--- src/sv/combination_rank_colex_defines.svh ---
// Assertion macros shared by the combination_rank_colex RTL.
// No dependencies; the macros expect clk and rst_n in the enclosing module.
`ifndef COMBINATION_RANK_COLEX_DEFINES_SVH
`define COMBINATION_RANK_COLEX_DEFINES_SVH

`ifndef SYNTHESIS

// same-cycle implication
`define CRC_ASSERT_IMP(lbl, ante, cons) \
    lbl: assert property (@(posedge clk) disable iff (!rst_n) (ante) |-> (cons)) \
        else $error("combination_rank_colex: check failed");

// next-cycle implication
`define CRC_ASSERT_NEXT(lbl, ante, cons) \
    lbl: assert property (@(posedge clk) disable iff (!rst_n) (ante) |=> (cons)) \
        else $error("combination_rank_colex: check failed");

`else

`define CRC_ASSERT_IMP(lbl, ante, cons)
`define CRC_ASSERT_NEXT(lbl, ante, cons)

`endif

`endif

--- src/sv/crcolex_pkg.sv ---
// Package for combination_rank_colex: widths, binomial table geometry, types.
// No dependencies.
package crcolex_pkg;

    // bit positions that take part in the rank
    localparam int WIDTH    = 64;
    localparam int POS_W    = $clog2(WIDTH);
    localparam int PAT_W    = 64;
    localparam int WEIGHT_W = 7;
    localparam int RANK_W   = 61;

    // binomial table C(m, p), addressed {m, p}
    localparam int TBL_AW    = 2 * POS_W;
    localparam int TBL_DEPTH = 1 << TBL_AW;

    typedef enum logic [1:0] {
        WS_IDLE,
        WS_SCAN,
        WS_DRAIN
    } walk_state_t;

    // table write port
    typedef struct packed {
        logic              we;
        logic [TBL_AW-1:0] addr;
        logic [RANK_W-1:0] data;
    } tbl_wr_t;

endpackage

--- src/sv/crcolex_walk.sv ---
// Rank sequencer: scans positions from the top, one table lookup and one add a cycle.
// Depends on crcolex_pkg and combination_rank_colex_defines.svh.
`include "combination_rank_colex_defines.svh"

module crcolex_walk
    import crcolex_pkg::*;
(
    input  logic                clk,
    input  logic                rst_n,
    input  logic                go,
    input  logic [WEIGHT_W-1:0] weight,
    input  logic [PAT_W-1:0]    pattern,
    output logic                busy,
    output logic [TBL_AW-1:0]   tbl_raddr,
    input  logic [RANK_W-1:0]   tbl_rdata,
    output logic [RANK_W-1:0]   rank,
    output logic                done
);

    walk_state_t         state_reg, state_next;
    logic [WIDTH-1:0]    pat_reg, pat_next;
    logic [WEIGHT_W-1:0] p_reg, p_next;
    logic [POS_W-1:0]    m_reg, m_next;
    logic                hit_reg, hit_next;
    logic [RANK_W-1:0]   acc_reg, acc_next;
    logic [RANK_W-1:0]   rank_reg, rank_next;
    logic                done_reg, done_next;

    logic                take;
    logic                in_range;
    logic [RANK_W-1:0]   sum;

    // current position is set and still has a subset slot left
    assign take     = pat_reg[WIDTH-1] && (p_reg != '0);
    assign in_range = p_reg <= {{(WEIGHT_W-POS_W){1'b0}}, m_reg};

    // shared adder: accumulate last cycle's lookup
    assign sum = acc_reg + (hit_reg ? tbl_rdata : '0);

    assign tbl_raddr = {m_reg, p_reg[POS_W-1:0]};

    // next state
    always_comb
    begin
        state_next = state_reg;
        unique case (state_reg)
            WS_IDLE:
            begin
                if (go)
                begin
                    state_next = WS_SCAN;
                end
            end
            WS_SCAN:
            begin
                if (m_reg == '0)
                begin
                    state_next = WS_DRAIN;
                end
            end
            WS_DRAIN:
            begin
                state_next = WS_IDLE;
            end
            default:
            begin
                state_next = WS_IDLE;
            end
        endcase
    end

    // datapath and outputs
    always_comb
    begin
        pat_next  = pat_reg;
        p_next    = p_reg;
        m_next    = m_reg;
        hit_next  = 1'b0;
        acc_next  = acc_reg;
        rank_next = rank_reg;
        done_next = 1'b0;
        unique case (state_reg)
            WS_IDLE:
            begin
                if (go)
                begin
                    pat_next = pattern[WIDTH-1:0];
                    p_next   = weight;
                    m_next   = POS_W'(WIDTH - 1);
                    acc_next = '0;
                end
            end
            WS_SCAN:
            begin
                pat_next = pat_reg << 1;
                m_next   = m_reg - POS_W'(1);
                hit_next = take && in_range;
                acc_next = sum;
                if (take)
                begin
                    p_next = p_reg - WEIGHT_W'(1);
                end
            end
            WS_DRAIN:
            begin
                rank_next = sum;
                done_next = 1'b1;
            end
            default:
            begin
                hit_next = 1'b0;
            end
        endcase
    end

    assign busy = (state_reg != WS_IDLE);
    assign rank = rank_reg;
    assign done = done_reg;

    // control
    always_ff @(posedge clk or negedge rst_n)
    begin
        if (!rst_n)
        begin
            state_reg <= WS_IDLE;
            hit_reg   <= 1'b0;
            done_reg  <= 1'b0;
        end
        else
        begin
            state_reg <= state_next;
            hit_reg   <= hit_next;
            done_reg  <= done_next;
        end
    end

    // payload
    always_ff @(posedge clk)
    begin
        pat_reg  <= pat_next;
        p_reg    <= p_next;
        m_reg    <= m_next;
        acc_reg  <= acc_next;
        rank_reg <= rank_next;
    end

    `CRC_ASSERT_NEXT(a_scan_ends, state_reg == WS_SCAN && m_reg == '0, state_reg == WS_DRAIN)
    `CRC_ASSERT_NEXT(a_drain_done, state_reg == WS_DRAIN, done_reg && state_reg == WS_IDLE)
    `CRC_ASSERT_IMP(a_idle_no_hit, state_reg == WS_IDLE, !hit_reg)
    `CRC_ASSERT_NEXT(a_slots_fall, state_reg == WS_SCAN, p_reg <= $past(p_reg))

endmodule

--- config.mk ---
export PLATFORM = sky130hd
export DESIGN_NAME = crcolex_walk
export DESIGN_NICKNAME = d
export VERILOG_FILES = /design/src/sv/crcolex_pkg.sv /design/src/sv/crcolex_walk.sv
export VERILOG_INCLUDE_DIRS = /design/src /design/src/sv
export SDC_FILE = /design/constraint.sdc
export NUM_CORES = 1
export LEC_CHECK = 0
export ABC_AREA = 1
export BUFFER_PORTS_ARGS = -buffer_cell sky130_fd_sc_hd__buf_4
export CAP_MARGIN = 20
export CORE_MARGIN = 1.5
export CORE_UTILIZATION = 57
export DETAILED_ROUTE_END_ITERATION = 16
export PLACE_DENSITY = 0.8
export SKIP_CTS_REPAIR_TIMING = 1
export SLEW_MARGIN = 5
export SYNTH_ARGS = -nofsm -noshare
export SYNTH_HDL_FRONTEND = slang
export SYNTH_SLANG_ARGS = --single-unit
--- constraint.sdc ---
create_clock -name clk -period 7.1 [get_ports clk]
set_input_delay 1.065 -clock clk [delete_from_list [all_inputs] [get_ports clk]]
set_output_delay 1.065 -clock clk [all_outputs]
set_load 0.02 [all_outputs]
* Word level (Yosys, flattened, before mapping)
Cells that the tools add are included.
Word-level totals: word-level logic and storage cells 42, bits in registers 203, bits of input ports 135, output and inout bits 75
Cells by class: mux-type cells 15, equal/unequal tests 5, order comparisons 1, reduce and logical (&&, ||, !) cells 10, $add $sub $neg 3
Operator list (number):
- 64-bit one-hot mux with 2 select lines | 1
- 61-bit 2-to-1 mux | 2
- 61-bit one-hot mux with 2 select lines | 1
- 64-bit 2-to-1 mux | 1
- 61-bit adder | 1
- 7-bit 2-to-1 mux | 2
- 7-bit one-hot mux with 2 select lines | 1
- 6-bit one-hot mux with 2 select lines | 1
- 7-bit by 6-bit less-or-equal comparator with 1-bit output | 1
- 7-bit nonzero test | 1
- 7-bit by 1-bit subtractor with 7-bit output, second input constant | 1
- 6-bit zero test | 1
- 6-bit 2-to-1 mux | 1
- 2-bit != test, second input constant | 3
- 6-bit by 1-bit subtractor with 6-bit output, second input constant | 1
- 2-bit 2-to-1 mux | 2
- 2-bit one-hot mux with 2 select lines | 1
- 2-bit AND reduction | 2
- 2-bit nonzero test | 2
- 3-bit AND reduction | 1
- 2-bit by 1-bit == test with 1-bit output, second input constant | 1
- 2-bit == test, second input constant | 1
- 1-bit logical AND | 2
- 2-bit zero test | 1
- 1-bit 2-to-1 mux | 2

* Logic depth before layout (Yosys ltp)
word-level depth 4, depth in mapped cells 18, gate-level depth less buffers 16

* Worst setup path before layout
No wires, ideal clock.
path type register to register, start reg state_reg[0], end reg acc_reg[0], enable pin, required time 5967 ps, path buffers 2, stages on the path, launching flop included 7, arrival time 3290 ps, period minus slack after synthesis 4423 ps, setup slack 2677 ps, setup time 1133 ps, path through dfrtp_1 > inv_1 > nor2_1 > inv_1 > clkbuf_1 > buf_1 > nand2_1
Between the ends: cells in the longest elaborated chain, start to end 3, elaborated cells on any way between the ends 5, classes of those cells eq/ne: 2; reduce/logical: 3
RTL lines:
- from (decl) | RTL line crcolex_walk.sv:20 | walk_state_t state_reg, state_next;
- from (signal assigned) | RTL line crcolex_walk.sv:131 | state_reg <= state_next;
- 2-bit by 1-bit == test with 1-bit output / 2-bit zero test (equally long branches) | RTL line crcolex_walk.sv:82 | unique case (state_reg)
- 2-bit nonzero test (no line) / 2-bit != test (equally long branches)
- 2-bit AND reduction (no line) (*)
- to (signal assigned) | RTL line crcolex_walk.sv:143 | acc_reg <= acc_next;
- to (decl) | RTL line crcolex_walk.sv:25 | logic [RANK_W-1:0] acc_reg, acc_next;
Mark *: on every way between the ends. The rest lies on a longest branch, timed or not. A chain may end at the register's enable or synchronous reset.

* Worst setup path in the final report
start reg hit_reg, end reg rank_reg[32] (netlist: rank[32]) (data pin)
Between the ends: cells in the longest elaborated chain, start to end 2
RTL lines:
- from (decl) | RTL line crcolex_walk.sv:24 | logic hit_reg, hit_next;
- from (signal assigned) | RTL line crcolex_walk.sv:132 | hit_reg <= hit_next;
- 61-bit 2-to-1 mux | RTL line crcolex_walk.sv:38 | assign sum = acc_reg + (hit_reg ? tbl_rdata : '0);
- 61-bit adder | RTL line crcolex_walk.sv:38
- via sum[32] | RTL line crcolex_walk.sv:31 | logic [RANK_W-1:0] sum;
- to (signal assigned) | RTL line crcolex_walk.sv:144 | rank_reg <= rank_next;
- to (decl) | RTL line crcolex_walk.sv:26 | logic [RANK_W-1:0] rank_reg, rank_next;
The timed path passes the listed nets, and every way through them passes these cells.

==> impl_metrics.json <==
{
  "pre_cts_slack_ns": 3.587,
  "drv_cap": 0,
  "seq_area_frac_synth": 0.4378,
  "place.gp.congestion": 0.9742,
  "grt_start_max_net_pins": 98,
  "avgRoutedWirePerCell_um": 15.26,
  "cp.required_ns": 7.36,
  "fmax_mhz": 308.1,
  "peakVddDrop_mv": 0.2358,
  "initial_core_util": 0.5860,
  "yosys-top-cells-area": "edfxtp_1 43%, nand2_1 23%, inv_1 11%, ha_1 6.3%, nor2_1 4.3%",
  "internal_power_mw": 3.522,
  "hold_viol_final": 0,
  "p_per_area_nw_per_um2": 358.0,
  "overflow": 0,
  "grt_pass1_wl_um": 59550,
  "finalSetupViolCount": 0,
  "cts_sinks": 203,
  "synth.most_common_cell": "nand2_1",
  "syn-num-nets": 2138,
  "cts_tree": "yes",
  "worstMarginPinSlew_ns": 0.9682,
  "p_total_mw": 5.897,
  "drc": 0,
  "place_area_um2": 15740,
  "timing.hold.ws_ns": 0.3154,
  "synth.distinct_cells": 33,
  "pwr-share-clk": 0.196,
  "swShare": 0.4028,
  "initialDrtViolationCount": 901,
  "clk_pin_slew_ns": 0.06,
  "ys_ff_latch": 203,
  "io_pins": 210,
  "area_delta_synth_final_pct": 18.72,
  "grt_usage": 0.2958,
  "yosysWarnings": 0,
  "grt_pass1_vias": 11830,
  "fin_area_um2": 16470,
  "firstDrtPassIters": 5,
  "clk_latency_ns": 0.53,
  "num_vias": 12290,
  "diodes": 0,
  "slew_violations": 0,
  "antenna_found_initial": 0,
  "finalCritPeriodShare": 0.4571,
  "setup_slack_ns": 3.855,
  "setup-tns-final_ns": 0,
  "p_sw_mw": 2.376,
  "fp-row-count": 56,
  "die_width_um": 159.0,
  "synth_top_flop_cell": "edfxtp_1",
  "wl_um": 37670,
  "viasPerCell": 4.977,
  "hold_path.class": "input pin to async pin",
  "place_hpwl_um": 29400,
  "cp_max_fo": 38,
  "cp-end-kind": "flop",
  "async_reset_ff_frac": 0.01970,
  "drtAntennaViolNets": 0,
  "synth_area_per_cell_um2": 7.183,
  "ctsHtreeMaxLevel": 1,
  "clock_path_buffers": 3,
  "arrival_ns": 3.50,
  "die_h_um": 159.0,
  "worstSetupStartpointType": "flop",
  "fin_crit_ns": 3.245,
  "dieArea_um2": 25290,
  "p_leak_nw": 9.275,
  "core_um2": 23680,
  "ys_top_cells_by_count": "840 x nand2_1, 405 x inv_1, 199 x edfxtp_1, 159 x nor2_1, 70 x ha_1",
  "combPwrFrac": 0.448,
  "relSlewSlack": 0.3545,
  "outcome": "finished clean",
  "fin_skew_ns": 0.02687,
  "clockRootBuffer": "clkbuf_16",
  "port_buffers": 209,
  "synth_top_area_frac": 0.4306,
  "worstSetupPathType": "flop to flop",
  "rsz0062_at_grt": "no",
  "synth.cell_area_um2": 13880,
  "numCtsBuffers": 22,
  "drive_above_1_share": 0.1326,
  "syn_inst": 1932,
  "largest_reg_flops": 64,
  "yosysTopAreaCell": "edfxtp_1",
  "seqPwrFrac": 0.356,
  "layout.nets": 2340,
  "synth-edff-count": 199,
  "fillers": 2023,
  "rr_worst_depth": 15
}
[final timing paths]
check	start	end	slack, ns
setup / recovery	hit_reg	rank[32]	3.85
hold / removal	rst_n	state_reg[1]	0.32
setup reg to reg	hit_reg	rank[32]	3.85
hold reg to reg	pat_reg[59]	pat_reg[60]	0.51
max in group asynchronous	rst_n	hit_reg	6.68
min in group clk	pat_reg[59]	pat_reg[60]	0.51
[stage by stage]
step,std cells,utilization
after CTS,2468,0.6948
after floorplan,1932,-
final,2469,0.6956
after global routing,2469,0.6956
after detailed placement,2428,0.6646
after global placement,2428,0.6646
[layer usage]
layer / vias up / share of wire / track usage
met4: 0 / 0.040 / 0.1132
met1: 5493 / 0.43 / 0.3930
li1: 6256 / - / -
met2: 455 / 0.45 / 0.4762
met5: - / 0 / 0
met3: 84 / 0.084 / 0.06226
[critical path, stage by stage (launching register included)]
cell and delay, ns:
dfrtp_2 0.60, buf_12 0.26, nand2_1 0.08, inv_1 0.04
ha_1 0.25, fa_1 0.51, nand3_1 0.14, nand3_2 0.13
nand2_1 0.09, nand2_1 0.11, nand2_1 0.08, nand2_1 0.16
nand2_1 0.11, nand2_1 0.10, xnor2_1 0.24, inv_1 0.07
[cells by family after synthesis]
logic type      share of synthesized area
xor+xnor                          0.02209
compound gates                    0.02822
buf+inv                            0.1212
flops                              0.4378
simple gates                       0.3261
fa+ha+maj                         0.06456
[final cells by class]
class                      instances  area, um2  share of cell area
timing repair buffer             214       1619             0.09828
inverter                         405       1523             0.09243
tap                              319      399.1             0.02423
multi-input combinational       1288       6142              0.3728
clock buffer                      30      580.6             0.03524
clock inverter                    10      133.9            0.008126
sequential                       203       6077              0.3689
[placed cells by master, fill, tap and decap left out, types with 2 or more instances in the layout]
cell type and n:
nand3_2 8, a21oi_1 47, clkbuf_16 22, and2_1 4, xnor2_1 29, nand4_1 9
ha_1 70, nand3_1 35, nor3_2 6, nand2_2 5, edfxtp_1 199, bufinv_16 3
xor2_1 6, nor3_1 11, inv_1 404, buf_4 213, o21ai_0 13, nand2_1 839
clkinv_2 4, nor2_2 10, nand3b_4 4, dfrtp_1 3, clkbuf_1 8, o21bai_1 9
nor2_4 2, nor2_1 157, nand3b_1 15, clkinv_1 2
[power groups by stage]
stage / sequential [mW] / combinational, mW / clock, mW
after floorplan: 2.06 / 1.92 / 0
after global placement: 2.12 / 2.50 / 0
after detailed placement: 2.14 / 2.57 / 0
after CTS: 2.12 / 2.59 / 1.17
after global routing: 2.13 / 2.98 / 1.21
final: 2.10 / 2.64 / 1.15
Note: power is estimated with default switching activity, not from simulation.
