File: src/sv/combination_rank_colex_defines.svh
// Assertion macros shared by the combination_rank_colex RTL.
// No dependencies; the macros expect clk and rst_n in the enclosing module.
`ifndef COMBINATION_RANK_COLEX_DEFINES_SVH
`define COMBINATION_RANK_COLEX_DEFINES_SVH

`ifndef SYNTHESIS

// same-cycle implication
`define CRC_ASSERT_IMP(lbl, ante, cons) \
    lbl: assert property (@(posedge clk) disable iff (!rst_n) (ante) |-> (cons)) \
        else $error("combination_rank_colex: check failed");

// next-cycle implication
`define CRC_ASSERT_NEXT(lbl, ante, cons) \
    lbl: assert property (@(posedge clk) disable iff (!rst_n) (ante) |=> (cons)) \
        else $error("combination_rank_colex: check failed");

`else

`define CRC_ASSERT_IMP(lbl, ante, cons)
`define CRC_ASSERT_NEXT(lbl, ante, cons)

`endif

`endif

File: src/sv/crcolex_pkg.sv
// Package for combination_rank_colex: widths, binomial table geometry, types.
// No dependencies.
package crcolex_pkg;

    // bit positions that take part in the rank
    localparam int WIDTH    = 64;
    localparam int POS_W    = $clog2(WIDTH);
    localparam int PAT_W    = 64;
    localparam int WEIGHT_W = 7;
    localparam int RANK_W   = 61;

    // binomial table C(m, p), addressed {m, p}
    localparam int TBL_AW    = 2 * POS_W;
    localparam int TBL_DEPTH = 1 << TBL_AW;

    typedef enum logic [1:0] {
        WS_IDLE,
        WS_SCAN,
        WS_DRAIN
    } walk_state_t;

    // table write port
    typedef struct packed {
        logic              we;
        logic [TBL_AW-1:0] addr;
        logic [RANK_W-1:0] data;
    } tbl_wr_t;

endpackage

File: src/sv/crcolex_fill.sv
// Builds Pascal's triangle in the binomial table after reset, one entry a cycle.
// Depends on crcolex_pkg and combination_rank_colex_defines.svh.
`include "combination_rank_colex_defines.svh"

module crcolex_fill
    import crcolex_pkg::*;
(
    input  logic              clk,
    input  logic              rst_n,
    output logic              busy,
    output logic [TBL_AW-1:0] tbl_raddr,
    input  logic [RANK_W-1:0] tbl_rdata,
    output tbl_wr_t           tbl_wr
);

    logic              run_reg, run_next;
    logic [TBL_AW-1:0] idx_reg, idx_next;
    logic              wv_reg;
    logic [TBL_AW-1:0] widx_reg;
    logic [RANK_W-1:0] prev_reg;
    logic [POS_W-1:0]  wn;
    logic [POS_W-1:0]  wr;
    logic [RANK_W-1:0] wr_data;

    // sweep counter over {n, r}
    always_comb
    begin
        run_next = run_reg && (idx_reg != '1);
        idx_next = run_reg ? idx_reg + TBL_AW'(1) : idx_reg;
    end

    // read C(n-1, r) while sweeping entry (n, r); row 0 never uses it
    assign tbl_raddr = {idx_reg[TBL_AW-1:POS_W] - POS_W'(1), idx_reg[POS_W-1:0]};

    // entry value: edges are one, above the diagonal zero, else sum of two above
    assign wn = widx_reg[TBL_AW-1:POS_W];
    assign wr = widx_reg[POS_W-1:0];

    always_comb
    begin
        if (wr == '0 || wr == wn)
        begin
            wr_data = RANK_W'(1);
        end
        else if (wr > wn)
        begin
            wr_data = '0;
        end
        else
        begin
            wr_data = prev_reg + tbl_rdata;
        end
    end

    assign tbl_wr = '{we: wv_reg, addr: widx_reg, data: wr_data};
    assign busy   = run_reg | wv_reg;

    // control
    always_ff @(posedge clk or negedge rst_n)
    begin
        if (!rst_n)
        begin
            run_reg <= 1'b1;
            idx_reg <= '0;
            wv_reg  <= 1'b0;
        end
        else
        begin
            run_reg <= run_next;
            idx_reg <= idx_next;
            wv_reg  <= run_reg;
        end
    end

    // write stage payload; prev holds C(n-1, r-1)
    always_ff @(posedge clk)
    begin
        widx_reg <= idx_reg;
        prev_reg <= tbl_rdata;
    end

    `CRC_ASSERT_NEXT(a_fill_once, !busy, !busy)
    `CRC_ASSERT_NEXT(a_wr_follows_rd, run_reg, wv_reg)
    `CRC_ASSERT_NEXT(a_wr_addr_pipe, run_reg, widx_reg == $past(idx_reg))

endmodule

File: config.mk
export PLATFORM = sky130hd
export DESIGN_NAME = crcolex_fill
export DESIGN_NICKNAME = d
export VERILOG_FILES = /design/src/sv/crcolex_pkg.sv /design/src/sv/crcolex_fill.sv
export VERILOG_INCLUDE_DIRS = /design/src /design/src/sv
export SDC_FILE = /design/constraint.sdc
export NUM_CORES = 1
export LEC_CHECK = 0
export ABC_AREA = 0
export BUFFER_PORTS_ARGS = -buffer_cell sky130_fd_sc_hd__buf_2
export CORE_ASPECT_RATIO = 1.75
export CORE_UTILIZATION = 44
export DETAILED_ROUTE_END_ITERATION = 8
export PLACE_DENSITY = 0.71
export SLEW_MARGIN = 20
export SYNTH_ARGS = -nofsm -noshare
export SYNTH_HDL_FRONTEND = slang
export SYNTH_SLANG_ARGS = --single-unit
File: constraint.sdc
create_clock -name clk -period 3.4 [get_ports clk]
set_input_delay 0.68 -clock clk [delete_from_list [all_inputs] [get_ports clk]]
set_output_delay 0.68 -clock clk [all_outputs]
set_load 0.01 [all_outputs]
Yosys cells after proc, flatten, opt, wreduce, memory -nomap -nowiden
Cells that the tools add are included.

word-level totals
  bits in registers = 87
  bits of input ports = 63
  output and inout bits = 87

cells by class
  add/sub/neg operators = 3
  magnitude comparators = 1
  equality and inequality tests = 2
  muxes and demuxes = 2
  bitwise logic cells = 1
  reduce and logical (&&, ||, !) cells = 3

operators by type and width
  cell                                                                 count
  61-bit 2-to-1 mux                                                    2
  61-bit adder                                                         1
  12-bit by 1-bit adder with 12-bit output (second input constant)     1
  12-bit != test (second input constant)                               1
  6-bit == test                                                        1
  6-bit > comparator                                                   1
  6-bit logical NOT                                                    1
  6-bit by 1-bit subtractor with 6-bit output (second input constant)  1
  1-bit logical AND                                                    1
  1-bit logical OR                                                     1
  1-bit OR                                                             1

Depth between registers and ports, before layout
Gate-level depths: netlist (run 1).

  word-level depth = 3
  depth in mapped cells = 12
  gate-level depth less buffers = 12

Least setup slack after synthesis (run 1)
No wires, ideal clock.

  path type = input to output
  start = input port tbl_rdata[0]
  end = output port tbl_wr[46] (netlist bit)
  arrival = 3020 ps
  slack = -300 ps
  cell stages on the path = 12
  buffers on the path = 0
  cell sequence = ha_1 -> inv_1 -> fa_1 -> nand2b_1 -> a21oi_2 -> nor2b_1 -> o41a_1 -> a211oi_2 -> or2_4 -> a21oi_1 -> o21bai_2 -> mux2i_1

RTL lines
  element             RTL line            RTL
  start: declaration  crcolex_fill.sv:12  input logic [RANK_W-1:0] tbl_rdata,
  end: declaration    crcolex_fill.sv:13  output tbl_wr_t tbl_wr

==> results of run 1 <==
layout make-up:
| class | count | area [um^2] | area share [%] |
|---|---|---|---|
| Multi-Input combinational cell | 647 | 5280 | 52.0 |
| Timing Repair Buffer | 358 | 2420 | 23.9 |
| Sequential cell | 87 | 1810 | 17.9 |
| Clock buffer | 9 | 225 | 2.22 |
| Tap cell | 180 | 225 | 2.22 |
| Inverter | 27 | 101 | 0.999 |
| Clock inverter | 7 | 75.1 | 0.740 |
power by group:
| part | switching, mW | internal [mW] |
|---|---|---|
| combinational | 0.679 | 0.707 |
| sequential | 0.0184 | 1.06 |
| clock | 0.516 | 0.521 |
layer usage:
layer	up-vias	global-route usage [%]	wire length [um]
li1	3520	-	-
met1	3416	26.6	7810
met2	243	52.5	11800
met3	63	5.09	1050
met4	0	13.4	871
met5	-	0	0
kinds of logic (layout without fill, tap and decap cells):
family	Yosys count	count (layout)
AND/OR/NAND/NOR	270	270
flip-flops	87	87
buffers and inverters	71	401
XOR/XNOR	64	64
adder cells (fa/ha/maj)	70	70
multiplexers	5	5
AO/OA/AOI/OAI	238	238
worst max path at each step:
stage | slack, ns | endpoint | start
global route | -0.53 | tbl_wr[58] | tbl_rdata[0]
CTS | -0.46 | tbl_wr[38] | tbl_rdata[0]
finish | -0.44 | tbl_wr[38] | tbl_rdata[0]
floorplan | -0.09 | tbl_wr[38] | tbl_rdata[0]
global placement | -0.49 | tbl_wr[57] | tbl_rdata[15]
detailed placement | -0.58 | tbl_wr[53] | tbl_rdata[15]
worst register-to-register path, cell delays in order (launching register included):
cell                      delay [ns]
sky130_fd_sc_hd__dfstp_2        0.65
sky130_fd_sc_hd__nand4_1        0.17
sky130_fd_sc_hd__nor2_1         0.20
sky130_fd_sc_hd__and3_1         0.27
sky130_fd_sc_hd__nor3b_1        0.27
sky130_fd_sc_hd__xnor2_1        0.15
layout by cell type, fill, tap and decap left out, drive strengths merged, types with 18 or more instances in the layout:
master / instances
nand3: 25
o21ai: 47
xnor2: 34
a21o: 32
dfxtp: 73
nor2: 91
nor3: 18
ha: 69
xor2: 30
nand4: 18
inv: 30
a21oi: 76
nand2: 67
buf: 358
timing repair:
item	4_1_cts	5_1_grt
hold buffers	0	0
setup buffers	14	20
pin swaps	51	50
resized for setup	112	63
endpoints found under the setup margin	45	48
==> results.cfg, run 1 <==
[die]
fp.coreArea_mm2 = 0.0144
dieArea_mm2 = 0.0153
design.portCount = 150
row_count = 58
initial_utilization_pct = 45.1
die_y_um = 163
die_x_um = 94.0

[hold_path]
holdCritPathClass = in -> async

[worst_setup_path]
timing.critical_path.cells = buf_8, ha_4, inv_2, fa_2, nand2b_4, a21oi_4, nor2b_2, o41a_1, a211oi_2, buf_4, or2_4, a21oi_2, o21bai_1, mux2i_1, buf_2
timing.setup.critical_path_class = in -> out
worst-endpoint-arrival_ns = 3.16
crit_path_top_delay_cell = sky130_fd_sc_hd__o41a_1
critical_path_depth = 15
worst-path-max-fanout = 3
highest_cell_delay_on_the_worst_timing_path_ns = 0.36
r2r.worst_path.cells = 5
path_buf_inv = 4
regToRegSetupSlack_ns = 1.62
critPathCaptureType = output pin
cp.required_ns = 2.72
critical_path.startpoint_type = primary input
cp_top_family = compound AO/OA/AOI/OAI gates
crit-reg2reg-launch = run_reg
reg2reg_to = idx_reg[11]

[final_layout]
largest_register_ffs = 61
finish.cell_count_without_fillers = 1315
final_core_occ_pct = 70.2
number_of_fillers_in_the_final_layout = 1099
drive_gt1_share_pct = 45.9
area_delta_synth_final_pct = 55.8
antennaDiodeCount = 0
final_nets = 1263
stdcell_area_mm2 = 0.0101

[cts]
inserted_clock_buffers = 9
clockBufferDepth = 2
ctsHtreeMaxLevel = 3
insertion_delay_ns = 0.35
cts_root_buffer = sky130_fd_sc_hd__clkbuf_16
cts.clk_slew.worst_paths_ns = 0.07
clock_tree_from_tritoncts = built
cts.sinks = 87

[yosys]
synth.mux.area_fraction_pct = 0.807
synthesis.area_mm2 = 0.00651
synth.most_common_cell = sky130_fd_sc_hd__nor2_1
synth_compound_gate_area_share_pct = 24.4
synth-xor-area-share_pct = 8.61
synthDominantAreaCellType = sky130_fd_sc_hd__dfxtp_1
largest_family_of_logic_cells_by_synthesized_area = compound AO/OA/AOI/OAI gates
synth.yosys.seq_area_share_pct = 27.8
synthAdderAreaFrac_pct = 13.6
avgSynthCellArea_um2 = 8.09
postSynthNetCount = 938
synth_simple_gate_area_share_pct = 20.0
synth_largest_type_area_fraction_pct = 22.4
synth.distinct_cells = 67
syn-instance-count = 805
postSynth.asyncResetShare_pct = 16.1
synth.top_cells.by_area = sky130_fd_sc_hd__dfxtp_1, sky130_fd_sc_hd__ha_1, sky130_fd_sc_hd__a21oi_1
ys_warn_count = 0
ys_seq_elements = 87
top_cell_types_by_occurrence_after_synthesis = sky130_fd_sc_hd__nor2_1, sky130_fd_sc_hd__dfxtp_1, sky130_fd_sc_hd__a21oi_1
edff_count_synth = 0
synthFlopType = sky130_fd_sc_hd__dfxtp_1

[timing]
rsz0062_at_grt = true
max_clock_freq_ghz = 0.260
final.hold.worst_slack_ns = 0.207
fin_skew_ns = 0.00383
worst_max_slew_pin_slew_ns = 0.505
worst_case_headroom_to_the_max_slew_limit_pct = 66.3
layout_worst_path_cycle_share_pct = 113
final_period_demand_of_the_worst_path_ns = 3.84
final_hold_viol_count = 0
postLayoutSetupSlackWorst_ns = -0.440
setup_viol_count_final = 47
tns_ns = -10.45
finalMaxSlewViolations = 0

[power]
vdd_drop_max_uv = 231
power-per-cell-area_mw_per_mm2 = 345
leakage_nw = 4.76
finalPower_mw = 3.50

[placed_design]
hpwlAfterDp_mm = 15.3
postPlaceCellArea_mm2 = 0.00865
gp_congestion = 0.880
dpl.cell_count = 1268
detailedPlace.worstSlack_ns = -0.577
port_buffers = 149

[detailed_routing]
routed_wire_length_per_instance_um = 16.4
drt-total-wl_mm = 21.6
detailedRoute.firstIterationViolations = 391
postRouteAntennaNets = 0
num_vias = 7242
vias_per_cell = 5.51
dr.pass1.iters = 5
drc = 0

[flow_run]
cap_viol_max_count = 0

[run_status]
outcome = finished, violations left
violations_in_the_final_reports = negative setup slack

[global_routing]
grt_max_degree = 59
number_of_antenna_violations_at_the_first_check_in_global_routing = 0
grt_use_total_pct = 27.1
globalRoute.totalOverflow = 0
grt_pass1_wl_mm = 32.8
first_global_vias = 7224
Note: power is estimated with default switching activity, not from simulation.
==> inputs of run 2 (changes only) <==
--- a/config.mk
+++ b/config.mk
@@ -9,9 +9,10 @@
 export ABC_AREA = 0
 export BUFFER_PORTS_ARGS = -buffer_cell sky130_fd_sc_hd__buf_2
 export CORE_ASPECT_RATIO = 1.75
+export CORE_MARGIN = 5
 export CORE_UTILIZATION = 44
 export DETAILED_ROUTE_END_ITERATION = 8
-export PLACE_DENSITY = 0.71
+export PLACE_DENSITY_LB_ADDON = 0.12
 export SLEW_MARGIN = 20
 export SYNTH_ARGS = -nofsm -noshare
 export SYNTH_HDL_FRONTEND = slang
==> results.cfg, run 2 (synthesized netlist as in run 1, its figures left out) <==
[placed_design]
gp_congestion = 0.901
hpwlAfterDp_mm = 16.0
dpl.cell_count = 1283
postPlaceCellArea_mm2 = 0.00874
port_buffers = 149

[die]
design.portCount = 150
initial_utilization_pct = 44.3
dieArea_mm2 = 0.0174
die_x_um = 102
row_count = 59
die_y_um = 171
fp.coreArea_mm2 = 0.0147

[final_layout]
number_of_fillers_in_the_final_layout = 1215
final_nets = 1277
antennaDiodeCount = 0
stdcell_area_mm2 = 0.0104
area_delta_synth_final_pct = 59.1
most-common-layout-cells = sky130_fd_sc_hd__buf_4, sky130_fd_sc_hd__buf_2, sky130_fd_sc_hd__nor2_1
layout_commonest_cell = sky130_fd_sc_hd__buf_4
finish.cell_count_without_fillers = 1332
final_core_occ_pct = 70.5
largest_register_ffs = 61
drive_gt1_share_pct = 47.3

[cts]
cts.clk_slew.worst_paths_ns = 0.08
cts.sinks = 87
ctsHtreeMaxLevel = 3
clockBufferDepth = 2
cts_root_buffer = sky130_fd_sc_hd__clkbuf_16
insertion_delay_ns = 0.36
clock_tree_from_tritoncts = built
inserted_clock_buffers = 9
cts-hold-fix-buffers = 0

[power]
leakage_nw = 4.87
power-per-cell-area_mw_per_mm2 = 343
vdd_drop_max_uv = 215

[global_routing]
grt_pass1_wl_mm = 34.1
number_of_antenna_violations_at_the_first_check_in_global_routing = 0
grt_max_degree = 59
globalRoute.totalOverflow = 0
grt_use_total_pct = 24.3
first_global_vias = 7412

[detailed_routing]
routedLengthMet1_mm = 8.19
drc = 0
routed_wire_length_per_instance_um = 16.5
num_vias = 7215
dr.pass1.iters = 5
vias_per_cell = 5.42
highest_routing_layer_actually_used = met4
route.met3.wl_um = 945
detailroute.wirelength.met2_mm = 11.9
postRouteAntennaNets = 0
detailedRoute.firstIterationViolations = 239
drt-total-wl_mm = 22.0

[worst_setup_path]
worst-endpoint-arrival_ns = 3.14
timing.setup.critical_path_class = in -> out
worst-path-max-fanout = 3
critical_path.startpoint_type = primary input
cp.required_ns = 2.72
critPathCaptureType = output pin

[run_status]
violations_in_the_final_reports = negative setup slack
outcome = finished, violations left

[timing]
final.hold.worst_slack_ns = 0.203
final_period_demand_of_the_worst_path_ns = 3.82
setup_viol_count_final = 40
fin_skew_ns = 0.00973
layout_worst_path_cycle_share_pct = 112
worst_max_slew_pin_slew_ns = 0.399
final_hold_viol_count = 0
max_clock_freq_ghz = 0.261
worst_case_headroom_to_the_max_slew_limit_pct = 73.1
finalMaxSlewViolations = 0
postLayoutSetupSlackWorst_ns = -0.425
rsz0062_at_grt = true

[flow_run]
cap_viol_max_count = 0

[hold_path]
holdCritPathClass = in -> async
==> run 2: cell count changes in the layout (fill, tap and decap cells not counted), moves of 3 or more <==
cell,delta
sky130_fd_sc_hd__buf_6,+6
sky130_fd_sc_hd__xnor2_1,-3
sky130_fd_sc_hd__and2_1,-3
sky130_fd_sc_hd__and2_4,+3
sky130_fd_sc_hd__xnor2_2,+3
sky130_fd_sc_hd__buf_8,+3
sky130_fd_sc_hd__buf_4,+8
==> run 2: power by group <==
group | switching (mW) | total (mW) | internal (mW) | leakage (nW)
clock network | 0.529 | 1.05 | 0.523 | 0.145
logic | 0.685 | 1.42 | 0.734 | 3.92
registers | 0.0188 | 1.08 | 1.06 | 0.803
==> run 2: final timing paths <==
path,start,end,slack [ns],cells past startpoint
min reg2reg,idx_reg[11],widx_reg[11],0.44,0
max reg2reg,run_reg,idx_reg[11],1.71,5
max in group asynchronous,rst_n,run_reg,2.91,1
max,tbl_rdata[0],tbl_wr[38],-0.42,14
min in group clk,tbl_rdata[0],prev_reg[0],0.43,1
min,rst_n,idx_reg[10],0.20,1
==> run 2: through the flow <==
| stage | setup slack [ns] | total power [mW] | setup TNS, ns |
|---|---|---|---|
| finish | -0.425 | 3.55 | -9.31 |
| global route | -0.518 | 3.72 | -13.82 |
| CTS | -0.516 | 3.44 | -9.46 |
| detailed placement | -0.577 | 2.20 | -14.38 |
| global placement | -0.539 | 2.20 | -13.75 |
| floorplan | -0.0879 | 1.71 | -0.209 |
==> run 2: area by class of cell <==
cell class	count	area [um^2]	share of cell area (%)
Tap cell	183	229	2.21
Clock buffer	9	225	2.17
Inverter	27	101	0.978
Multi-Input combinational cell	647	5340	51.6
Sequential cell	87	1810	17.5
Timing Repair Buffer	372	2570	24.8
Clock inverter	7	80.1	0.773
==> run 2: layer usage <==
| metal | up-vias | global-route usage (%) |
|---|---|---|
| met5 | - | 0 |
| met4 | 0 | 11.8 |
| met3 | 69 | 4.16 |
| met2 | 197 | 46.2 |
| met1 | 3409 | 24.8 |
| li1 | 3540 | - |
==> run 2: what timing repair did <==
item | CTS | global route
pin swaps | 83 | 66
endpoints found under the setup margin | 46 | 53
gates resized for setup | 135 | 66
cloned | 0 | 0
buffers inserted | 25 | 15
==> run 2: critical path, cell delays in order <==
cell and delay [ns]:
sky130_fd_sc_hd__buf_8 0.07, sky130_fd_sc_hd__ha_4 0.12, sky130_fd_sc_hd__inv_2 0.03, sky130_fd_sc_hd__fa_2 0.33
sky130_fd_sc_hd__nand2b_4 0.16, sky130_fd_sc_hd__a21oi_4 0.14, sky130_fd_sc_hd__nor2b_2 0.07, sky130_fd_sc_hd__o41a_1 0.36
sky130_fd_sc_hd__a211oi_4 0.28, sky130_fd_sc_hd__or2_4 0.22, sky130_fd_sc_hd__a21oi_4 0.07, sky130_fd_sc_hd__o21bai_1 0.19
sky130_fd_sc_hd__mux2i_1 0.24, sky130_fd_sc_hd__buf_2 0.16
