## config.mk

```make
export PLATFORM = sky130hd
export DESIGN_NAME = crcolex_ram
export DESIGN_NICKNAME = d
export VERILOG_FILES = /design/src/sv/combination_rank_colex_defines.svh /design/src/sv/crcolex_ram.sv
export SDC_FILE = /design/constraint.sdc
export NUM_CORES = 1
export LEC_CHECK = 0
export BUFFER_PORTS_ARGS = -buffer_cell sky130_fd_sc_hd__buf_4
export CAP_MARGIN = 5
export CORE_MARGIN = 2
export CORE_UTILIZATION = 60
export DETAILED_ROUTE_END_ITERATION = 16
export PLACE_DENSITY = 0.78
export SLEW_MARGIN = 20
export SYNTH_ARGS = -nofsm -noshare
export SYNTH_HDL_FRONTEND = slang
export SYNTH_SLANG_ARGS = --single-unit
export TNS_END_PERCENT = 20
```

## constraint.sdc

```tcl
create_clock -name clk -period 4.29 [get_ports clk]
set_input_delay 0.2145 -clock clk [delete_from_list [all_inputs] [get_ports clk]]
set_output_delay 0.2145 -clock clk [all_outputs]
set_load 0.005 [all_outputs]
```

## src/sv/combination_rank_colex_defines.svh

```systemverilog
// Assertion macros shared by the combination_rank_colex RTL.
// No dependencies; the macros expect clk and rst_n in the enclosing module.
`ifndef COMBINATION_RANK_COLEX_DEFINES_SVH
`define COMBINATION_RANK_COLEX_DEFINES_SVH

`ifndef SYNTHESIS

// same-cycle implication
`define CRC_ASSERT_IMP(lbl, ante, cons) \
    lbl: assert property (@(posedge clk) disable iff (!rst_n) (ante) |-> (cons)) \
        else $error("combination_rank_colex: check failed");

// next-cycle implication
`define CRC_ASSERT_NEXT(lbl, ante, cons) \
    lbl: assert property (@(posedge clk) disable iff (!rst_n) (ante) |=> (cons)) \
        else $error("combination_rank_colex: check failed");

`else

`define CRC_ASSERT_IMP(lbl, ante, cons)
`define CRC_ASSERT_NEXT(lbl, ante, cons)

`endif

`endif

```

## src/sv/crcolex_ram.sv

```systemverilog
// Generic single-write, single-read RAM with registered read data.
// No dependencies.
module crcolex_ram #(
    parameter int DATA_W = 8,
    parameter int DEPTH  = 16
) (
    input  logic                     clk,
    input  logic                     we,
    input  logic [$clog2(DEPTH)-1:0] waddr,
    input  logic [DATA_W-1:0]        wdata,
    input  logic [$clog2(DEPTH)-1:0] raddr,
    output logic [DATA_W-1:0]        rdata
);

    logic [DATA_W-1:0] mem [DEPTH];

    // write port
    always_ff @(posedge clk)
    begin
        if (we)
        begin
            mem[waddr] <= wdata;
        end
    end

    // registered read port
    always_ff @(posedge clk)
    begin
        rdata <= mem[raddr];
    end

endmodule

```

# --- Yosys cells after proc, flatten, opt, wreduce, memory -nomap -nowiden ---
# Memories as Yosys holds them, arrays and structs flattened. A register that Yosys moved wholly into a read port is not among the register bits.
# Index checks and enable logic that the tools add are counted.
# W data, S select, Z words.
classes:
  mul: 0
  div: 0
  n_addsub: 0
  reduce_logical: 0
  n_shift: 0
  magnitude_cmp: 0
  n_eq_ne: 0
  bitwise: 0
  mux: 2
ops:
  columns: ["op", "n"]
  rows:
  - ["$mux W1", 2]
totals:
  mem_bits_rw: 128
  rom_bits: 0
  register_bits: 0
  mem_count: 1
  wordCells: 3
  latchBits: 0
  in_bits: 18
  out_inout_bits: 8
memory_table:
  columns: ["memory", "depth", "width", "read_ports", "rd_ports_with_merged_regs", "write_ports", "line_no", "text"]
  rows:
  - ["mem", 16, 8, 1, 1, 1, "crcolex_ram.sv:15", "logic [DATA_W-1:0] mem [DEPTH];"]

# --- Longest topological paths before layout ---
# Gate-level depths: netlist (run 1).
logic_depth:
  word_depth: 2
  depth_mapped: 5
  depth_no_buf: 3

# --- Worst setup path before layout (run 1) ---
# Ideal clock, no wire load.
synth_path:
  kind: "input port to flip-flop"
  from: "input port waddr[2]"
  to: "memory mem[0][0] (enable)"
  setup_time_ps: 383
  path_buffers: 0
  t_required_ps: 3907
  slack_ps: 2583
  cell_stages: 2
  arrival_time_ps: 1324
  cell_sequence: "or3b_2 > nor3_1"
synth_lines:
  columns: ["item", "line_no", "text"]
  rows:
  - ["start, declared", "crcolex_ram.sv:9", "input logic [$clog2(DEPTH)-1:0] waddr,"]
  - ["end, declared", "crcolex_ram.sv:15", null]
# No word-level cell before the write port.

==> impl_metrics.ini, run 1 <==
[setup_path]
regToRegStartpoint = mem[0][3]
path_max_fanout = 1
max_stage_delay_ns = 0.54
start_kind = register
critPathArrivalTime_ns = 1.88
crit_path_cell_trace = mux4_1 > a22oi_1 > nand2_1
regToRegEndpoint = rdata[3]
worst_path_max_delay_cell = mux4_1
end_kind = register
cp-endpoint = rdata[3]
worstSetupPathType = reg2reg
cp-startpoint = mem[0][3]
critical_path_required_ns = 4.69
r2r_cells = 3
reg2reg_slack_ns = 2.80

[cells_and_area]
fillerInstances = 467
layout_common_cells = 128 x edfxtp_1, 28 x buf_4, 18 x mux4_2, 16 x a22oi_1, 16 x clkbuf_16
nets = 287
antenna_cells = 0
multi_input_area_um2 = 1060
area_growth_pct = 17.7
drive_gt1_frac = 0.273
mostFrequentLayoutCell = edfxtp_1
final_cells = 387
utilization = 0.734
seq_area_um2 = 4000

[global_routing]
antenna_found_initial = 0
grt_pass1_wl_um = 15100
overflow = 0
grt_pass1_vias = 2558
grt_max_degree = 33
track_usage = 0.227

[yosys]
synthDistinctLibCells = 19
ys_warn_count = 0
syn_inst = 229
synth_top_flop_cell = edfxtp_1
ys_async_sr_fraction = 0
syn_avg_cell_area_um2 = 22.5
seq_area_frac_synth = 0.778
synth_edf_count = 128
syn-num-nets = 247
ys_ff_latch = 136
syn-cell-area_um2 = 5150

[sta]
relSlewSlack = 0.379
drv_slew = 0
tightestPinTransition_ns = 0.929
hold_viol = 0
skew_ns = 0.00614
setup_viol_count_final = 0
whs_ns = 0.0161
period_needed_ns = 1.49
fmax_mhz = 671
finalSetupTns_ns = 0
grt_setup_unrepaired = no
fin_crit_sh = 0.347

[pwr]
finalPower_mw = 3.15
p_leak_nw = 2.05
power_density_nw_per_um2 = 519
peakVddDrop_uv = 316

[die]
pin_count = 26
start_util = 0.623
design.core.area_um2 = 8260
die_height_um = 96.6
rows = 33
dieArea_um2 = 9340
die_width_um = 96.6

[clocking]
clk_latency_ns = 0.52
clk_pin_slew_ns = 0.06
cts_root_buf = clkbuf_8
cts_buffers = 17
post_cts_resized = 0
cts_num_sinks = 136
clock_path_buffers = 2
htreeDepth = 4
cts_tree = built

[drt]
vias = 2489
routedWlPerCell_um = 25.5
drt-total-wl_um = 9870
dr.pass1.iters = 5
ant_nets = 0
routed_via_density = 6.43
drt_iter0_drc = 356
drc = 0

[placement]
hpwl_um = 5830
port_buffers = 25
dp_cells = 352
gp_congestion = 0.766

[min_path]
hold_class = in2reg

[flow_run]
max-cap-violations = 0

[status]
status = completed
sequential cells by signal, indices dropped and copies added (netlist names):
signal  count
rdata       8
mem       128
report_power, final:
group	switching (mW)	internal (mW)	total, mW
registers	0.00863	1.49	1.49
clock network	0.507	1.00	1.51
logic	0.0779	0.0639	0.142
worst min path at each step:
stage,cells after the start,start,to,slack [ns]
4_1_cts,1,wdata[1],mem[3][1],0.001
6_report,1,wdata[1],mem[4][1],0.02
3_3_place_gp,1,wdata[4],mem[2][4],0.52
2_1_floorplan,0,wdata[0],mem[0][0],0.31
5_1_grt,1,wdata[1],mem[6][1],0.009
3_5_place_dp,1,wdata[6],mem[1][6],0.53
area by class of cell:
class                   instances  share of cell area
clock buffers                  24              0.0793
clock inverters                 8              0.0235
multi-input cells              83               0.175
flip-flops and latches        136               0.661
well taps                     105              0.0217
repair buffers                 31              0.0396
metal layers:
metal  global-route usage  up-vias  wire length (um)
met5                    0        -                 0
met4               0.0845        0               163
met3               0.0679       15               864
met2                0.350      137              4950
met1                0.314     1284              3890
li1                     -     1053                 -
critical path: cells and delay by family, from the launching register on:
family / cells / cell delay (ns)
flops: 1 / 0.40
compound gates: 1 / 0.31
mux: 1 / 0.54
simple gates: 1 / 0.11
what timing repair did:
action                    CTS  global route
setup buffers               0             0
hold buffers                3             0
hold endpoints to repair   36             0
Yosys cell counts (all sizes together), types with 2 or more instances:
library cell,n,area share
mux4,32,0.15
nand3b,2,0.0029
nand2b,2,0.0024
dfxtp,8,0.031
a22oi,16,0.023
nor3,4,0.0039
clkdlybuf4s25,3,0.0058
nand2,9,0.0066
buf,7,0.011
edfxtp,128,0.75
nor2,13,0.0095
stage by stage:
stage | setup WS [ns] | instance area (um^2)
2_1_floorplan | 2.58 | 5150
3_3_place_gp | 2.32 | 5400
3_5_place_dp | 2.23 | 5400
4_1_cts | 2.70 | 6060
5_1_grt | 2.77 | 6060
6_report | 2.80 | 6060
cells by family (layout without fill, tap and decap cells):
kind of cell / Yosys count / in the layout / synth area share
DFF: 136 / 136 / 0.778
and+or+nand+nor: 35 / 35 / 0.0318
muxes: 32 / 32 / 0.150
AOI/OAI and AO/OA: 16 / 16 / 0.0233
buffers and inverters: 10 / 63 / 0.0168
No activity file was read; power rests on OpenSTA's default activity.
==> run 2: changes to the inputs <==
--- a/config.mk
+++ b/config.mk
@@ -5,12 +5,13 @@
 export SDC_FILE = /design/constraint.sdc
 export NUM_CORES = 1
 export LEC_CHECK = 0
+export ABC_AREA = 1
 export BUFFER_PORTS_ARGS = -buffer_cell sky130_fd_sc_hd__buf_4
 export CAP_MARGIN = 5
 export CORE_MARGIN = 2
-export CORE_UTILIZATION = 60
+export CORE_UTILIZATION = 55
 export DETAILED_ROUTE_END_ITERATION = 16
-export PLACE_DENSITY = 0.78
+export PLACE_DENSITY = 0.75
 export SLEW_MARGIN = 20
 export SYNTH_ARGS = -nofsm -noshare
 export SYNTH_HDL_FRONTEND = slang
==> constraint.sdc (replaced) <==
create_clock -name clk -period 1.3 [get_ports clk]
set_input_delay 0.065 -clock clk [delete_from_list [all_inputs] [get_ports clk]]
set_output_delay 0.065 -clock clk [all_outputs]
set_load 0.005 [all_outputs]
==> run 2 against run 1 <==
Compared with the run above:
- sequential share of layout area shrank 8.5 points
- worst hold slack better by 0.039 ns
- largest power group unchanged
- largest cell class unchanged
- highest routed layer unchanged
- design area rose by 15%
- critical path type is now reg2out
==> impl_metrics.ini, run 2 <==
[status]
status = completed

[setup_path]
critPathArrivalTime_ns = 1.04
crit_family = flip-flops
end_kind = primary output
start_kind = register
path_max_fanout = 1
crit_path_cell_trace = buf_4
r2r_cells = 6
path_depth = 1
max_stage_delay_ns = 0.37
worstSetupPathType = reg2out
worst_path_max_delay_cell = dfxtp_1
critical_path_required_ns = 1.24
cp.buffers_inverters = 1

[clocking]
htreeDepth = 4
clock_path_buffers = 2
cts_setup_buffers = 0
postCtsHoldBufs = 9
clk_latency_ns = 0.54
cts_num_sinks = 136
clk_pin_slew_ns = 0.06
post_cts_resized = 0
cts_buffers = 17
cts_root_buf = clkbuf_8
cts_tree = built

[yosys]
muxShareOfSynthArea = 0
syn-cell-area_um2 = 5770
synth_compound_area_frac = 0
ys_ff_latch = 136
ys_async_sr_fraction = 0
syn-num-nets = 569
synth_edf_count = 128
ys_warn_count = 0
syn_avg_cell_area_um2 = 10.5
synth_top_area_frac = 0.667
synth_top_family_by_area = simple AND/OR/NAND/NOR gates
yosys.area_share.adder = 0
synth_area_leaders = edfxtp_1 67%, nand2_1 11%, nand3_1 8.4%, inv_1 6.5%, dfxtp_1 2.8%
synth_largest_area_cell = edfxtp_1
synth_most_common_cell = nand2_1
synthXorXnorAreaFrac = 0
synth_top_flop_cell = edfxtp_1
synthDistinctLibCells = 12
syn_inst = 551
seq_area_frac_synth = 0.694
synth.top_cells.by_count = 173 x nand2_1, 128 x edfxtp_1, 100 x inv_1, 97 x nand3_1, 17 x nor2_1
synth-simple-area-share = 0.210

[placement]
placed_cell_area_um2 = 6230
port_buffers = 25
hpwl_um = 7930
gp_congestion = 0.860

[cells_and_area]
fin_area_um2 = 6960
top_regs = mem (128), rdata (8)
mostFrequentLayoutCell = nand2_1
layout_common_cells = 173 x nand2_1, 128 x edfxtp_1, 100 x inv_1, 97 x nand3_1, 48 x buf_4
nets = 626
area_growth_pct = 20.7
drive_gt1_frac = 0.140
antenna_cells = 0
largest_register_ffs = 128
top_register = mem

[drt]
drc = 0
drt-total-wl_um = 12800
ant_nets = 0
routed_via_density = 5.25
vias = 3975
drt_iter0_drc = 424
dr.pass1.iters = 5
routedWlPerCell_um = 16.9

[pwr]
power_density_nw_per_um2 = 1550
p_leak_nw = 3.03
peakVddDrop_uv = 1010

[sta]
fin_crit_sh = 0.849
grt_setup_unrepaired = no
finalSetupTns_ns = 0
period_needed_ns = 1.10
tightestPinTransition_ns = 0.326
relSlewSlack = 0.782
fmax_mhz = 906
drv_slew = 0
hold_viol = 0
setup_viol_count_final = 0
skew_ns = 0.00466

[die]
rows = 37
die_width_um = 106
design.core.area_um2 = 10200
start_util = 0.564
pin_count = 26
dieArea_um2 = 11300
die_height_um = 106

[min_path]
hold_class = in2reg
worstHoldPathCells = 6

[global_routing]
grt_pass1_vias = 3842
track_usage = 0.246
overflow = 0
grt_pass1_wl_um = 19900
antenna_found_initial = 0
grt_max_degree = 33

[flow_run]
max-cap-violations = 0
[run 2: layer usage]
metal  share of wire  vias up  track usage
li1                -     1887            -
met1            0.39     1871        0.314
met5               0        -            0
met2            0.50      185        0.400
met3           0.081       32       0.0589
met4           0.025        0        0.115
[run 2: final timing paths]
check | from | end | slack [ns]
setup reg to reg | mem[1][6] | rdata[6] | 0.29
setup / recovery | rdata[5] | rdata[5] | 0.20
hold / removal | raddr[2] | rdata[4] | 0.06
hold reg to reg | mem[14][4] | rdata[4] | 0.68
[run 2: logic make-up (layout without fill, tap and decap cells)]
group,count (synthesis),in the layout
buffers and inverters,126,196
flip-flops,136,136
AND/OR/NAND/NOR,289,289
[run 2: cell type report]
cell class                      instances  area, um^2
Sequential cell                       136        4000
Fill cell                             729        3270
Multi-Input combinational cell        289        1210
Timing Repair Buffer                   62         551
Clock buffer                           17         414
Inverter                              102         383
Clock inverter                         15         226
Tap cell                              136         170
[run 2: where the power goes]
group | total [mW] | leakage, nW | switching, mW | internal (mW)
Clock | 5.15 | 0.293 | 1.84 | 3.31
Combinational | 0.673 | 1.52 | 0.423 | 0.250
Sequential | 4.94 | 1.22 | 0.0351 | 4.90
[run 2: metrics by stage]
step | total power [mW] | cells | hold WS (ns) | util | setup WS [ns]
floorplan | 5.37 | 551 | 0.164 | - | 0.284
global placement | 5.66 | 716 | 0.396 | 0.609 | 0.237
detailed placement | 5.67 | 716 | 0.398 | 0.609 | 0.213
CTS | 10.8 | 757 | 0.0452 | 0.680 | 0.177
global route | 11.0 | 757 | 0.0993 | 0.680 | 0.178
finish | 10.8 | 757 | 0.0551 | 0.680 | 0.196
==> run 3: changes to the inputs <==
==> constraint.sdc (replaced) <==
create_clock -name clk -period 1 [get_ports clk]
set_input_delay 0.05 -clock clk [delete_from_list [all_inputs] [get_ports clk]]
set_output_delay 0.05 -clock clk [all_outputs]
set_load 0.005 [all_outputs]
==> run 3 against run 2 <==
Compared with the run above:
- the flow now finishes with violations (setup timing)
- first-iteration DRC count decreased by 26%
- flip-flop and latch count unchanged
- worst setup slack got worse by 0.22 ns
- die area unchanged
- utilization increased by 1.7 points
- count of clock-buffer cells in the layout increased by 3
- worst hold slack got worse by 0.028 ns
- combinational power increased by 40%
- critical path type unchanged
- critical endpoint is now rdata[3]
==> impl_metrics.ini, run 3 (synthesis results as in run 2) <==
[clocking]
cts_buffers = 17
cts_tree = built
cts_num_sinks = 136
clk_latency_ns = 0.52
clock_path_buffers = 2
clk_pin_slew_ns = 0.06
htreeDepth = 4
cts_root_buf = clkbuf_8

[cells_and_area]
fillerInstances = 716
antenna_cells = 0
area_growth_pct = 23.7
drive_gt1_frac = 0.188
top_register = mem
nets = 628
top_regs = mem (128), rdata (8)
seq_area_um2 = 4010
fin_area_um2 = 7140
utilization = 0.697
multi_input_area_um2 = 1330
layout_common_cells = 173 x nand2_1, 128 x edfxtp_1, 100 x inv_1, 73 x nand3_1, 44 x buf_4
mostFrequentLayoutCell = nand2_1
final_cells = 759
largest_register_ffs = 128

[sta]
finalSetupTns_ns = -0.0606
fin_crit_sh = 1.03
fmax_mhz = 973
tightestPinTransition_ns = 0.357
setup_slack_ns = -0.0281
setup_viol_count_final = 5
relSlewSlack = 0.762
skew_ns = 0.00654
period_needed_ns = 1.03
grt_setup_unrepaired = yes
hold_viol = 0
drv_slew = 0

[min_path]
hold_class = in2reg

[die]
die_width_um = 106
start_util = 0.564
design.core.area_um2 = 10200
dieArea_um2 = 11300
pin_count = 26
rows = 37
die_height_um = 106

[placement]
gp_congestion = 0.853
port_buffers = 25
hpwl_um = 7970
dp_cells = 717
placed_cell_area_um2 = 6240
post-place-ws_ns = -0.0781

[drt]
dr.pass1.iters = 5
drt-total-wl_um = 13100
drc = 0
ant_nets = 0
vias = 3957
routed_via_density = 5.21
routedWlPerCell_um = 17.3
drt_iter0_drc = 313

[setup_path]
end_kind = primary output
path_max_fanout = 1
worstSetupPathType = reg2out
worst_path_max_delay_cell = dfxtp_2
cp.buffers_inverters = 1
max_stage_delay_ns = 0.36
crit_path_cell_trace = buf_6
start_kind = register
critical_path_required_ns = 0.95
critPathArrivalTime_ns = 0.98
crit_family = flip-flops

[global_routing]
track_usage = 0.246
overflow = 0
grt_pass1_vias = 3869
grt_pass1_wl_um = 20100
antenna_found_initial = 0
grt_max_degree = 41

[pwr]
power_density_nw_per_um2 = 1980
peakVddDrop_uv = 1490
p_leak_nw = 3.13

[status]
status = complete, but fails checks
violations = setup timing

[flow_run]
max-cap-violations = 0
[run 3: changes by cell type in the layout (fill, tap and decap cells not counted), moves of 3 or more]
cell        before  now
buf_4           48   44
buf_6            0    5
clkbuf_8         1    4
clkinv_2         1    4
clkinvlp_4       6    0
dfxtp_1          8    3
dfxtp_2          0    5
nand3_1         97   73
nand3_2          0   24
[run 3: layout make-up]
| class | instances | share of cell area |
|---|---|---|
| sequential | 136 | 0.562 |
| multi-input combinational | 289 | 0.187 |
| timing repair buffer | 64 | 0.0822 |
| clock buffer | 20 | 0.0638 |
| inverter | 102 | 0.0537 |
| clock inverter | 12 | 0.0275 |
| tap | 136 | 0.0238 |
[run 3: metrics by stage]
step	power, mW	hold slack (ns)
floorplan	6.97	0.149
global placement	7.36	0.369
detailed placement	7.38	0.375
CTS	14.2	0.00855
global route	14.6	0.0301
finish	14.1	0.0267
[run 3: what timing repair did]
item,CTS,global route
pin swaps,0,4
setup endpoints to repair,9,16
setup buffers,0,0
resized for setup,9,25
hold buffers,10,0
hold endpoints to repair,136,0
[run 3: routing by layer]
| metal | track usage | wire length (um) |
|---|---|---|
| met2 | 0.414 | 6750 |
| met3 | 0.0589 | 766 |
| met5 | 0 | 0 |
| met4 | 0.0893 | 226 |
| met1 | 0.314 | 5360 |
[run 3: report_power, final]
part / leakage (nW) / switching (mW) / internal (mW)
combinational: 1.58 / 0.584 / 0.361
sequential: 1.22 / 0.0516 / 6.38
clock: 0.325 / 2.28 / 4.49
total: 3.13 / 2.92 / 11.2
[run 3: worst paths after layout]
kind,cells past startpoint,slack (ns),endpoint,startpoint
hold reg to reg,6,0.68,rdata[4],mem[14][4]
setup reg to reg,6,0.02,rdata[6],mem[5][6]
setup / recovery,1,-0.03,rdata[3],rdata[3]
hold / removal,5,0.03,rdata[7],raddr[1]
